[config.mk]
export PLATFORM = sky130hd
export DESIGN_NAME = http_response_header_parser_flat
export DESIGN_NICKNAME = d
export VERILOG_FILES = /design/src/design/hrhp_pkg.sv /design/src/design/hrhp_in_if.sv /design/src/design/hrhp_out_if.sv /design/src/design/hrhp_status_match.sv /design/src/design/hrhp_length_match.sv /design/src/design/http_response_header_parser.sv /design/src/flat_wrapper.sv
export SDC_FILE = /design/constraint.sdc
export NUM_CORES = 1
export LEC_CHECK = 0
export BUFFER_PORTS_ARGS = -buffer_cell sky130_fd_sc_hd__buf_2
export CAP_MARGIN = 20
export CORE_UTILIZATION = 60
export DETAILED_ROUTE_END_ITERATION = 7
export PLACE_DENSITY_LB_ADDON = 0.3
export SYNTH_ARGS = -nofsm -noshare
export SYNTH_HDL_FRONTEND = slang
export SYNTH_SLANG_ARGS = --single-unit
[constraint.sdc]
create_clock -name clk_i -period 4.3 [get_ports clk_i]
set_input_delay 0.645 -clock clk_i [delete_from_list [all_inputs] [get_ports clk_i]]
set_output_delay 0.645 -clock clk_i [all_outputs]
set_load 0.01 [all_outputs]
[src/design/hrhp_pkg.sv]
// Types, constants and helper functions of the HTTP response header parser.
package hrhp_pkg;

  localparam int unsigned LENGTH_BITS = 48;
  localparam int unsigned OUT_LEN_W   = 48;
  localparam int unsigned CODE_W      = 10;

  localparam logic [LENGTH_BITS-1:0] LEN_MAX   = '1;
  localparam logic [LENGTH_BITS-1:0] LEN_DIV10 = LEN_MAX / 10;
  localparam logic [3:0]             LEN_MOD10 = 4'(LEN_MAX % 10);
  localparam logic [OUT_LEN_W-1:0]   LEN_SAT_OUT = OUT_LEN_W'(LEN_MAX);

  localparam int unsigned LEN_MARKER_LEN = 14;
  localparam int unsigned LEN_IDX_W      = $clog2(LEN_MARKER_LEN + 1);

  localparam logic [7:0] CH_NUL   = 8'h00;
  localparam logic [7:0] CH_ZERO  = 8'h30;
  localparam logic [7:0] CH_ONE   = 8'h31;
  localparam logic [7:0] CH_NINE  = 8'h39;
  localparam logic [7:0] CH_DOT   = 8'h2E;
  localparam logic [7:0] CH_SLASH = 8'h2F;
  localparam logic [7:0] CH_H     = 8'h48;
  localparam logic [7:0] CH_T     = 8'h54;
  localparam logic [7:0] CH_P     = 8'h50;
  localparam logic [7:0] CH_C     = 8'h43;

  typedef enum logic [1:0] {
    RES_OK          = 2'd0,
    RES_NO_MARKER   = 2'd1,
    RES_BAD_VERSION = 2'd2,
    RES_BAD_DIGITS  = 2'd3
  } status_res_e;

  typedef struct packed {
    logic       active;
    logic       finish;
    logic [7:0] char;
  } byte_ctl_t;

  typedef struct packed {
    logic [CODE_W-1:0] code;
    status_res_e       result;
  } status_out_t;

  typedef struct packed {
    logic [OUT_LEN_W-1:0] length;
    logic                 overflow;
  } length_out_t;

  function automatic logic is_digit(logic [7:0] c);
    return (c >= CH_ZERO) && (c <= CH_NINE);
  endfunction

  function automatic logic [3:0] digit_value(logic [7:0] c);
    logic [7:0] diff;
    diff = c - CH_ZERO;
    return diff[3:0];
  endfunction

  function automatic logic [7:0] length_marker_char(logic [LEN_IDX_W-1:0] idx);
    logic [7:0] ch;
    case (idx)
      4'd0:    ch = 8'h43;
      4'd1:    ch = 8'h6F;
      4'd2:    ch = 8'h6E;
      4'd3:    ch = 8'h74;
      4'd4:    ch = 8'h65;
      4'd5:    ch = 8'h6E;
      4'd6:    ch = 8'h74;
      4'd7:    ch = 8'h2D;
      4'd8:    ch = 8'h4C;
      4'd9:    ch = 8'h65;
      4'd10:   ch = 8'h6E;
      4'd11:   ch = 8'h67;
      4'd12:   ch = 8'h74;
      4'd13:   ch = 8'h68;
      default: ch = CH_NUL;
    endcase
    return ch;
  endfunction

endpackage

[src/design/hrhp_in_if.sv]
// Channel that carries header bytes into the parser.
interface hrhp_in_if;
  logic       valid;
  logic       ready;
  logic [7:0] header_byte;
  logic       is_last;

  modport source (output valid, header_byte, is_last, input ready);
  modport sink (input valid, header_byte, is_last, output ready);
endinterface

[src/design/hrhp_out_if.sv]
// Channel that carries parse results out of the parser.
interface hrhp_out_if;
  logic        valid;
  logic        ready;
  logic [9:0]  status_code;
  logic [1:0]  status_result;
  logic [47:0] content_length;
  logic        length_overflow;

  modport source (output valid, status_code, status_result, content_length, length_overflow,
                  input ready);
  modport sink (input valid, status_code, status_result, content_length, length_overflow,
                output ready);
endinterface

[src/design/hrhp_status_match.sv]
// Status line matcher: finds the version marker and reads the status code.
module hrhp_status_match
  import hrhp_pkg::*;
(
  input  logic        clk_i,
  input  logic        rst_ni,
  input  byte_ctl_t   ctl_i,
  output status_out_t res_o
);

  typedef enum logic [12:0] {
    ST_SEEK0 = 13'b0000000000001,
    ST_SEEK1 = 13'b0000000000010,
    ST_SEEK2 = 13'b0000000000100,
    ST_SEEK3 = 13'b0000000001000,
    ST_SEEK4 = 13'b0000000010000,
    ST_VER0  = 13'b0000000100000,
    ST_VER1  = 13'b0000001000000,
    ST_VER2  = 13'b0000010000000,
    ST_SKIP  = 13'b0000100000000,
    ST_DIG0  = 13'b0001000000000,
    ST_DIG1  = 13'b0010000000000,
    ST_DIG2  = 13'b0100000000000,
    ST_DONE  = 13'b1000000000000
  } status_state_e;

  status_state_e     state_q, state_d, state_n;
  logic [CODE_W-1:0] digits_q, digits_d, digits_n;
  status_res_e       outcome_q, outcome_d, outcome_n;
  logic [7:0]        c;
  logic              restart;

  assign c       = ctl_i.char;
  assign restart = (c == CH_H);

  always_comb begin
    state_n   = state_q;
    digits_n  = digits_q;
    outcome_n = outcome_q;
    if (ctl_i.active) begin
      unique case (state_q) inside
        ST_SEEK0: state_n = (c == CH_H) ? ST_SEEK1 : ST_SEEK0;
        ST_SEEK1: state_n = (c == CH_T) ? ST_SEEK2 : (restart ? ST_SEEK1 : ST_SEEK0);
        ST_SEEK2: state_n = (c == CH_T) ? ST_SEEK3 : (restart ? ST_SEEK1 : ST_SEEK0);
        ST_SEEK3: state_n = (c == CH_P) ? ST_SEEK4 : (restart ? ST_SEEK1 : ST_SEEK0);
        ST_SEEK4: begin
          if (c == CH_SLASH) begin
            state_n   = ST_VER0;
            outcome_n = RES_BAD_VERSION;
          end else begin
            state_n = restart ? ST_SEEK1 : ST_SEEK0;
          end
        end
        ST_VER0: state_n = (c == CH_ONE) ? ST_VER1 : ST_DONE;
        ST_VER1: state_n = (c == CH_DOT) ? ST_VER2 : ST_DONE;
        ST_VER2: begin
          if ((c == CH_ZERO) || (c == CH_ONE)) begin
            state_n   = ST_SKIP;
            outcome_n = RES_BAD_DIGITS;
          end else begin
            state_n = ST_DONE;
          end
        end
        ST_SKIP: state_n = ST_DIG0;
        ST_DIG0, ST_DIG1, ST_DIG2: begin
          if (is_digit(c)) begin
            digits_n = CODE_W'(digits_q * CODE_W'(10) + CODE_W'(digit_value(c)));
            if (state_q == ST_DIG0) begin
              state_n = ST_DIG1;
            end else if (state_q == ST_DIG1) begin
              state_n = ST_DIG2;
            end else begin
              state_n   = ST_DONE;
              outcome_n = RES_OK;
            end
          end else begin
            state_n = ST_DONE;
          end
        end
        default: state_n = ST_DONE;
      endcase
    end
  end

  assign res_o.result = outcome_n;
  assign res_o.code   = (outcome_n == RES_OK) ? digits_n : '0;

  always_comb begin
    if (ctl_i.finish) begin
      state_d   = ST_SEEK0;
      digits_d  = '0;
      outcome_d = RES_NO_MARKER;
    end else begin
      state_d   = state_n;
      digits_d  = digits_n;
      outcome_d = outcome_n;
    end
  end

  always_ff @(posedge clk_i or negedge rst_ni) begin
    if (!rst_ni) begin
      state_q   <= ST_SEEK0;
      digits_q  <= '0;
      outcome_q <= RES_NO_MARKER;
    end else begin
      state_q   <= state_d;
      digits_q  <= digits_d;
      outcome_q <= outcome_d;
    end
  end

endmodule

[src/design/hrhp_length_match.sv]
// Content-Length matcher: finds the field name and accumulates its decimal value.
module hrhp_length_match
  import hrhp_pkg::*;
(
  input  logic        clk_i,
  input  logic        rst_ni,
  input  byte_ctl_t   ctl_i,
  output length_out_t res_o
);

  typedef enum logic [4:0] {
    LN_SEARCH = 5'b00001,
    LN_SKIP   = 5'b00010,
    LN_NONDIG = 5'b00100,
    LN_DIGITS = 5'b01000,
    LN_VALID  = 5'b10000
  } length_state_e;

  length_state_e          state_q, state_d, state_n;
  logic [LEN_IDX_W-1:0]   idx_q, idx_d, idx_n;
  logic [LENGTH_BITS-1:0] acc_q, acc_d, acc_n;
  logic                   ovf_q, ovf_d, ovf_n;
  logic [7:0]             c;
  logic [3:0]             d;
  logic                   saturate;
  logic                   valid;

  assign c = ctl_i.char;
  assign d = digit_value(c);
  assign saturate = (acc_q > LEN_DIV10) || ((acc_q == LEN_DIV10) && (d > LEN_MOD10));

  always_comb begin
    state_n = state_q;
    idx_n   = idx_q;
    acc_n   = acc_q;
    ovf_n   = ovf_q;
    if (ctl_i.active) begin
      unique case (state_q)
        LN_SEARCH: begin
          if (c == length_marker_char(idx_q)) begin
            idx_n = idx_q + 1'b1;
            if (idx_n == LEN_IDX_W'(LEN_MARKER_LEN)) begin
              state_n = LN_SKIP;
            end
          end else begin
            idx_n = (c == CH_C) ? LEN_IDX_W'(1) : '0;
          end
        end
        LN_SKIP: state_n = LN_NONDIG;
        LN_NONDIG: begin
          if (is_digit(c)) begin
            acc_n   = LENGTH_BITS'(d);
            state_n = LN_DIGITS;
          end
        end
        LN_DIGITS: begin
          if (is_digit(c)) begin
            if (saturate) begin
              acc_n = LEN_MAX;
              ovf_n = 1'b1;
            end else begin
              acc_n = (acc_q << 3) + (acc_q << 1) + LENGTH_BITS'(d);
            end
          end else begin
            state_n = LN_VALID;
          end
        end
        LN_VALID: state_n = LN_VALID;
        default:  state_n = LN_SEARCH;
      endcase
    end
  end

  assign valid          = (state_n == LN_VALID);
  assign res_o.length   = valid ? OUT_LEN_W'(acc_n) : '0;
  assign res_o.overflow = valid && ovf_n;

  always_comb begin
    if (ctl_i.finish) begin
      state_d = LN_SEARCH;
      idx_d   = '0;
      acc_d   = '0;
      ovf_d   = 1'b0;
    end else begin
      state_d = state_n;
      idx_d   = idx_n;
      acc_d   = acc_n;
      ovf_d   = ovf_n;
    end
  end

  always_ff @(posedge clk_i or negedge rst_ni) begin
    if (!rst_ni) begin
      state_q <= LN_SEARCH;
      idx_q   <= '0;
      acc_q   <= '0;
      ovf_q   <= 1'b0;
    end else begin
      state_q <= state_d;
      idx_q   <= idx_d;
      acc_q   <= acc_d;
      ovf_q   <= ovf_d;
    end
  end

endmodule

[src/design/http_response_header_parser.sv]
// Top level of the HTTP response header parser: input stage, matchers, result register.
//
//   Channel | Direction | Word                                        | Words per header
//   hdr_i   | in        | header_byte, is_last                        | one per byte
//   res_o   | out       | status_code, status_result, content_length, | one, on is_last
//           |           | length_overflow                             |
//
// One byte is taken every cycle while no last byte waits on a stalled result; a byte
// passes the input register and the matchers, and its result, if any, is captured in the result register.
// Reset clears the matchers, the end-of-string flag and both valid flags.
// A stalled result holds only bytes marked last; other bytes keep flowing.
module http_response_header_parser
  import hrhp_pkg::*;
(
  input  logic clk_i,
  input  logic rst_ni,
  hrhp_in_if.sink    hdr_i,
  hrhp_out_if.source res_o
);

  logic        s1_valid_q, s1_valid_d;
  logic [7:0]  s1_byte_q;
  logic        s1_last_q;
  logic        ended_q, ended_d;
  logic        out_valid_q, out_valid_d;
  status_out_t status_q, status_n;
  length_out_t length_q, length_n;
  logic        s2_free;
  logic        s1_take;
  logic        in_fire;
  byte_ctl_t   ctl;

  assign s2_free     = !out_valid_q || res_o.ready;
  assign s1_take     = s1_valid_q && (!s1_last_q || s2_free);
  assign hdr_i.ready = !s1_valid_q || s1_take;
  assign in_fire     = hdr_i.valid && hdr_i.ready;

  assign ctl.active = s1_take && !ended_q && (s1_byte_q != CH_NUL);
  assign ctl.finish = s1_take && s1_last_q;
  assign ctl.char   = s1_byte_q;

  assign s1_valid_d = in_fire ? 1'b1 : (s1_take ? 1'b0 : s1_valid_q);
  assign ended_d    = ctl.finish ? 1'b0
                    : ((s1_take && (s1_byte_q == CH_NUL)) ? 1'b1 : ended_q);
  assign out_valid_d = ctl.finish ? 1'b1 : (res_o.ready ? 1'b0 : out_valid_q);

  hrhp_status_match u_status (
    .clk_i  (clk_i),
    .rst_ni (rst_ni),
    .ctl_i  (ctl),
    .res_o  (status_n)
  );

  hrhp_length_match u_length (
    .clk_i  (clk_i),
    .rst_ni (rst_ni),
    .ctl_i  (ctl),
    .res_o  (length_n)
  );

  always_ff @(posedge clk_i or negedge rst_ni) begin
    if (!rst_ni) begin
      s1_valid_q  <= 1'b0;
      ended_q     <= 1'b0;
      out_valid_q <= 1'b0;
    end else begin
      s1_valid_q  <= s1_valid_d;
      ended_q     <= ended_d;
      out_valid_q <= out_valid_d;
    end
  end

  always_ff @(posedge clk_i) begin
    if (in_fire) begin
      s1_byte_q <= hdr_i.header_byte;
      s1_last_q <= hdr_i.is_last;
    end
    if (ctl.finish) begin
      status_q <= status_n;
      length_q <= length_n;
    end
  end

  assign res_o.valid           = out_valid_q;
  assign res_o.status_code     = status_q.code;
  assign res_o.status_result   = status_q.result;
  assign res_o.content_length  = length_q.length;
  assign res_o.length_overflow = length_q.overflow;

endmodule

[src/flat_wrapper.sv]
// flat-port wrapper written by rule: the top's interface ports become plain ports
module http_response_header_parser_flat import hrhp_pkg::*;
  (clk_i, rst_ni, hdr_i_valid, hdr_i_header_byte, hdr_i_is_last, hdr_i_ready, res_o_valid, res_o_status_code, res_o_status_result, res_o_content_length, res_o_length_overflow, res_o_ready);
  hrhp_in_if hdr_i_i ();
  hrhp_out_if res_o_i ();
  input  logic clk_i;
  input  logic rst_ni;
  input wire logic [$bits(hdr_i_i.valid)-1:0] hdr_i_valid;
  input wire logic [$bits(hdr_i_i.header_byte)-1:0] hdr_i_header_byte;
  input wire logic [$bits(hdr_i_i.is_last)-1:0] hdr_i_is_last;
  output wire logic [$bits(hdr_i_i.ready)-1:0] hdr_i_ready;
  output wire logic [$bits(res_o_i.valid)-1:0] res_o_valid;
  output wire logic [$bits(res_o_i.status_code)-1:0] res_o_status_code;
  output wire logic [$bits(res_o_i.status_result)-1:0] res_o_status_result;
  output wire logic [$bits(res_o_i.content_length)-1:0] res_o_content_length;
  output wire logic [$bits(res_o_i.length_overflow)-1:0] res_o_length_overflow;
  input wire logic [$bits(res_o_i.ready)-1:0] res_o_ready;
  assign hdr_i_i.valid = hdr_i_valid;
  assign hdr_i_i.header_byte = hdr_i_header_byte;
  assign hdr_i_i.is_last = hdr_i_is_last;
  assign hdr_i_ready = hdr_i_i.ready;
  assign res_o_valid = res_o_i.valid;
  assign res_o_status_code = res_o_i.status_code;
  assign res_o_status_result = res_o_i.status_result;
  assign res_o_content_length = res_o_i.content_length;
  assign res_o_length_overflow = res_o_i.length_overflow;
  assign res_o_i.ready = res_o_ready;
  http_response_header_parser u_core (.clk_i(clk_i), .rst_ni(rst_ni), .hdr_i(hdr_i_i), .res_o(res_o_i));
endmodule
==> flow_metrics.env <==
export IMPL_routedWlPerCell_um=18.0
export IMPL_p_leak_nw=5.76
export IMPL_status="complete, but fails checks"
export IMPL_grt_pass1_wl_um=46400
export IMPL_syn_num_nets=1390
export IMPL_p_seq_share_pct=47.7
export IMPL_postCtsSetupRepairBufs=0
export IMPL_r2r_end="u_core.res_o.content_length[47]"
export IMPL_p_per_area_nw_per_um2=276
export IMPL_r2r_cells=14
export IMPL_yosysSeqAreaShare_pct=37.7
export IMPL_hold_ws_ns=0.303
export IMPL_path_cells="inv_1 -> fa_1 -> inv_1 -> ha_1 -> a211oi_1 -> o21bai_1 -> o221ai_1 -> a2111oi_0 -> nor3_1 -> buf_4 -> o21ai_0 -> a221o_1 -> nor2_1 -> nor2_1"
export IMPL_cts_tree="built"
export IMPL_layout_commonest_cell="nor2_1"
export IMPL_worstMarginPinSlew_ns=0.829
export IMPL_hpwl_um=19700
export IMPL_synth_area_um2=11300
export IMPL_violations="DRC"
export IMPL_critical_path_class="reg2reg"
export IMPL_finalSetupTns_ns=0
export IMPL_vias_per_cell=6.32
export IMPL_wirelength_um=28100
export IMPL_drt_initial_drc_count=1058
export IMPL_worst_path_max_fanout=6
export IMPL_ff2ff_setup_slack_ns=0.48
export IMPL_slew_violations=0
export IMPL_crit_family="compound AO/OA/AOI/OAI gates"
export IMPL_dr_total_vias=9830
export IMPL_nNetsFinal=1441
export IMPL_synthArstFlopShare_pct=55.1
export IMPL_cts_buffer_depth=2
export IMPL_grt_pass1_vias=9245
export IMPL_path_buf_inv=3
export IMPL_drc=11
export IMPL_diodes=0
export IMPL_area_delta_synth_final_pct=10.3
export IMPL_io_buffers=75
export IMPL_synth_cells=1263
export IMPL_rsz0062_at_grt="no"
export IMPL_cp_required_ns=4.46
export IMPL_final_cell_mix="134 x nor2_1, 122 x a21oi_1, 113 x nand2_1"
export IMPL_grt_overflow_total=0
export IMPL_clkPwrFrac_pct=45.2
export IMPL_numCtsBuffers=17
export IMPL_ctsHoldBuffers=0
export IMPL_antenna_found_initial=0
export IMPL_finalSetupViolations=0
export IMPL_start_util_pct=62.0
export IMPL_drive_above_1_share_pct=11.9
export IMPL_vdd_ir_drop_max_mv=0.327
export IMPL_synth_edff_count=70
export IMPL_switchingPower_mw=0.831
export IMPL_intPower_mw=2.60
export IMPL_ctsResizeCount=0
export IMPL_max_stage_delay_ns=0.61
export IMPL_die_height_um=139
export IMPL_end_kind="flop"
export IMPL_clk_latency_ns=0.43
export IMPL_fin_cells=1556
export IMPL_reg2reg_from="u_core.u_length.acc_q[0]"
export IMPL_row_count=49
export IMPL_cts_sinks=156
export IMPL_start_kind="flop"
export IMPL_gp_congestion=0.928
export IMPL_hold_path_class="in2async"
export IMPL_ys_flop_type="dfrtp_1"
export IMPL_swShare_pct=24.2
export IMPL_yosys_warnings=0
export IMPL_clk_pin_slew_ns=0.07
export IMPL_track_usage_pct=29.9
export IMPL_finalCriticalPeriod_ns=3.82
export IMPL_final_core_util_pct=68.4
export IMPL_fp_dieW_um=139
export IMPL_cts_root_buf="clkbuf_16"
export IMPL_synth_top_area_share_pct=18.6
export IMPL_synth_top_area_cell="edfxtp_1"
export IMPL_post_route_period_util_pct=88.9
export IMPL_power_mw=3.43
export IMPL_first_pass_iters=8
export IMPL_maxCapViolations=0
export IMPL_p_comb_share_pct=7.1
export IMPL_fin_skew_ns=0.00980
export IMPL_cp_arrival_ns=3.98
export IMPL_die_area_um2=19400
export IMPL_htree_num_levels=4
export IMPL_ys_seq_elements=156
export IMPL_synth_area_leaders="edfxtp_1 19%, dfrtp_1 18%, ha_1 12%"
export IMPL_slew_headroom_pct=44.7
export IMPL_ant_nets=0
export IMPL_ys_types=76
export IMPL_report_final_hold_viol_count=0
export IMPL_grt_max_degree=63
export IMPL_max_freq_mhz=262
export IMPL_coreArea_um2=18200
export IMPL_dpl_cell_count=1524
export IMPL_io_pins=76
export IMPL_avgSynthCellArea_um2=8.94
export IMPL_cp_slowest_cell="fa_1"
## Yosys cell counts (all sizes together), types with 5 or more instances
cell type    n
o211ai       6
dfrtp       83
nor4        13
edfxtp      70
a21o        31
buf         17
a31oi       13
a211oi      15
nand3       39
nor2b       25
clkbuf      45
nor2       144
nand4       20
and4         5
or2          5
inv         41
and3        11
ha         110
mux2i       12
xnor2       34
o21a        10
a21oi      123
o21ai       73
xor2        32
and2        23
nand3b       5
nor3        35
o21bai       9
nand2b       7
nand2      113
nor3b        9
## power by group through the flow
stage | clock, mW | combinational, mW | sequential [mW]
2_1_floorplan | 0 | 0.135 | 1.67
3_3_place_gp | 0 | 0.237 | 1.66
3_5_place_dp | 0 | 0.242 | 1.66
4_1_cts | 1.57 | 0.243 | 1.63
5_1_grt | 1.63 | 0.267 | 1.64
6_report | 1.55 | 0.245 | 1.63
## cell type report
| class | instances | area (um^2) |
|---|---|---|
| tap | 229 | 287 |
| sequential | 156 | 4260 |
| clock buffer | 19 | 433 |
| fill | 1470 | 5760 |
| inverter | 41 | 156 |
| multi-input combinational | 1004 | 6620 |
| timing repair buffer | 94 | 533 |
| clock inverter | 13 | 165 |
## registers in the layout, summed over array words and instances, names as in the netlist, 4 cells and up
signal / cells
u_core.u_length.acc_q: 48
u_core.s1_byte_q: 8
u_core.res_o.content_length: 48
u_core.u_length.state_q: 5
u_core.u_length.idx_q: 4
u_core.u_status.digits_q: 10
u_core.u_status.state_q: 13
u_core.res_o.status_code: 10
## routing by layer
metal / GRT usage (%) / wire (um) / vias up
li1: - / - / 4693
met3: 4.77 / 1780 / 48
met1: 42.8 / 13200 / 4704
met4: 9.36 / 456 / 0
met2: 46.6 / 12700 / 385
met5: 0 / 0 / -
## logic make-up after synthesis
| kind of cell | Yosys count | synth area share, % |
|---|---|---|
| buffers and inverters | 103 | 3.72 |
| XOR/XNOR | 66 | 5.12 |
| AND/OR/NAND/NOR | 470 | 20.4 |
| flip-flops | 156 | 37.7 |
| AO/OA/AOI/OAI | 338 | 18.6 |
| multiplexers | 16 | 1.46 |
| adder cells (fa/ha/maj) | 114 | 12.9 |
## per-stage QoR
step / setup slack, ns / instance area [um^2]
3_3_place_gp: 0.677 / 11900
6_report: 0.478 / 12400
5_1_grt: 0.265 / 12400
4_1_cts: 0.506 / 12400
2_1_floorplan: 0.761 / 11300
3_5_place_dp: 0.533 / 11900
## worst max-delay path by stage
stage	slack (ns)	cells after the start	end	from
final	0.48	14	u_core.res_o.content_length[47]	u_core.u_length.acc_q[0]
after global routing	0.26	14	u_core.res_o.content_length[47]	u_core.u_length.acc_q[2]
after CTS	0.51	14	u_core.res_o.content_length[47]	u_core.u_length.acc_q[0]
after detailed placement	0.53	14	u_core.res_o.content_length[47]	u_core.u_length.acc_q[0]
after global placement	0.68	14	u_core.res_o.content_length[47]	u_core.u_length.acc_q[0]
after floorplan	0.76	13	u_core.res_o.content_length[47]	u_core.s1_byte_q[3]
Power figures use the tool's default switching activity.
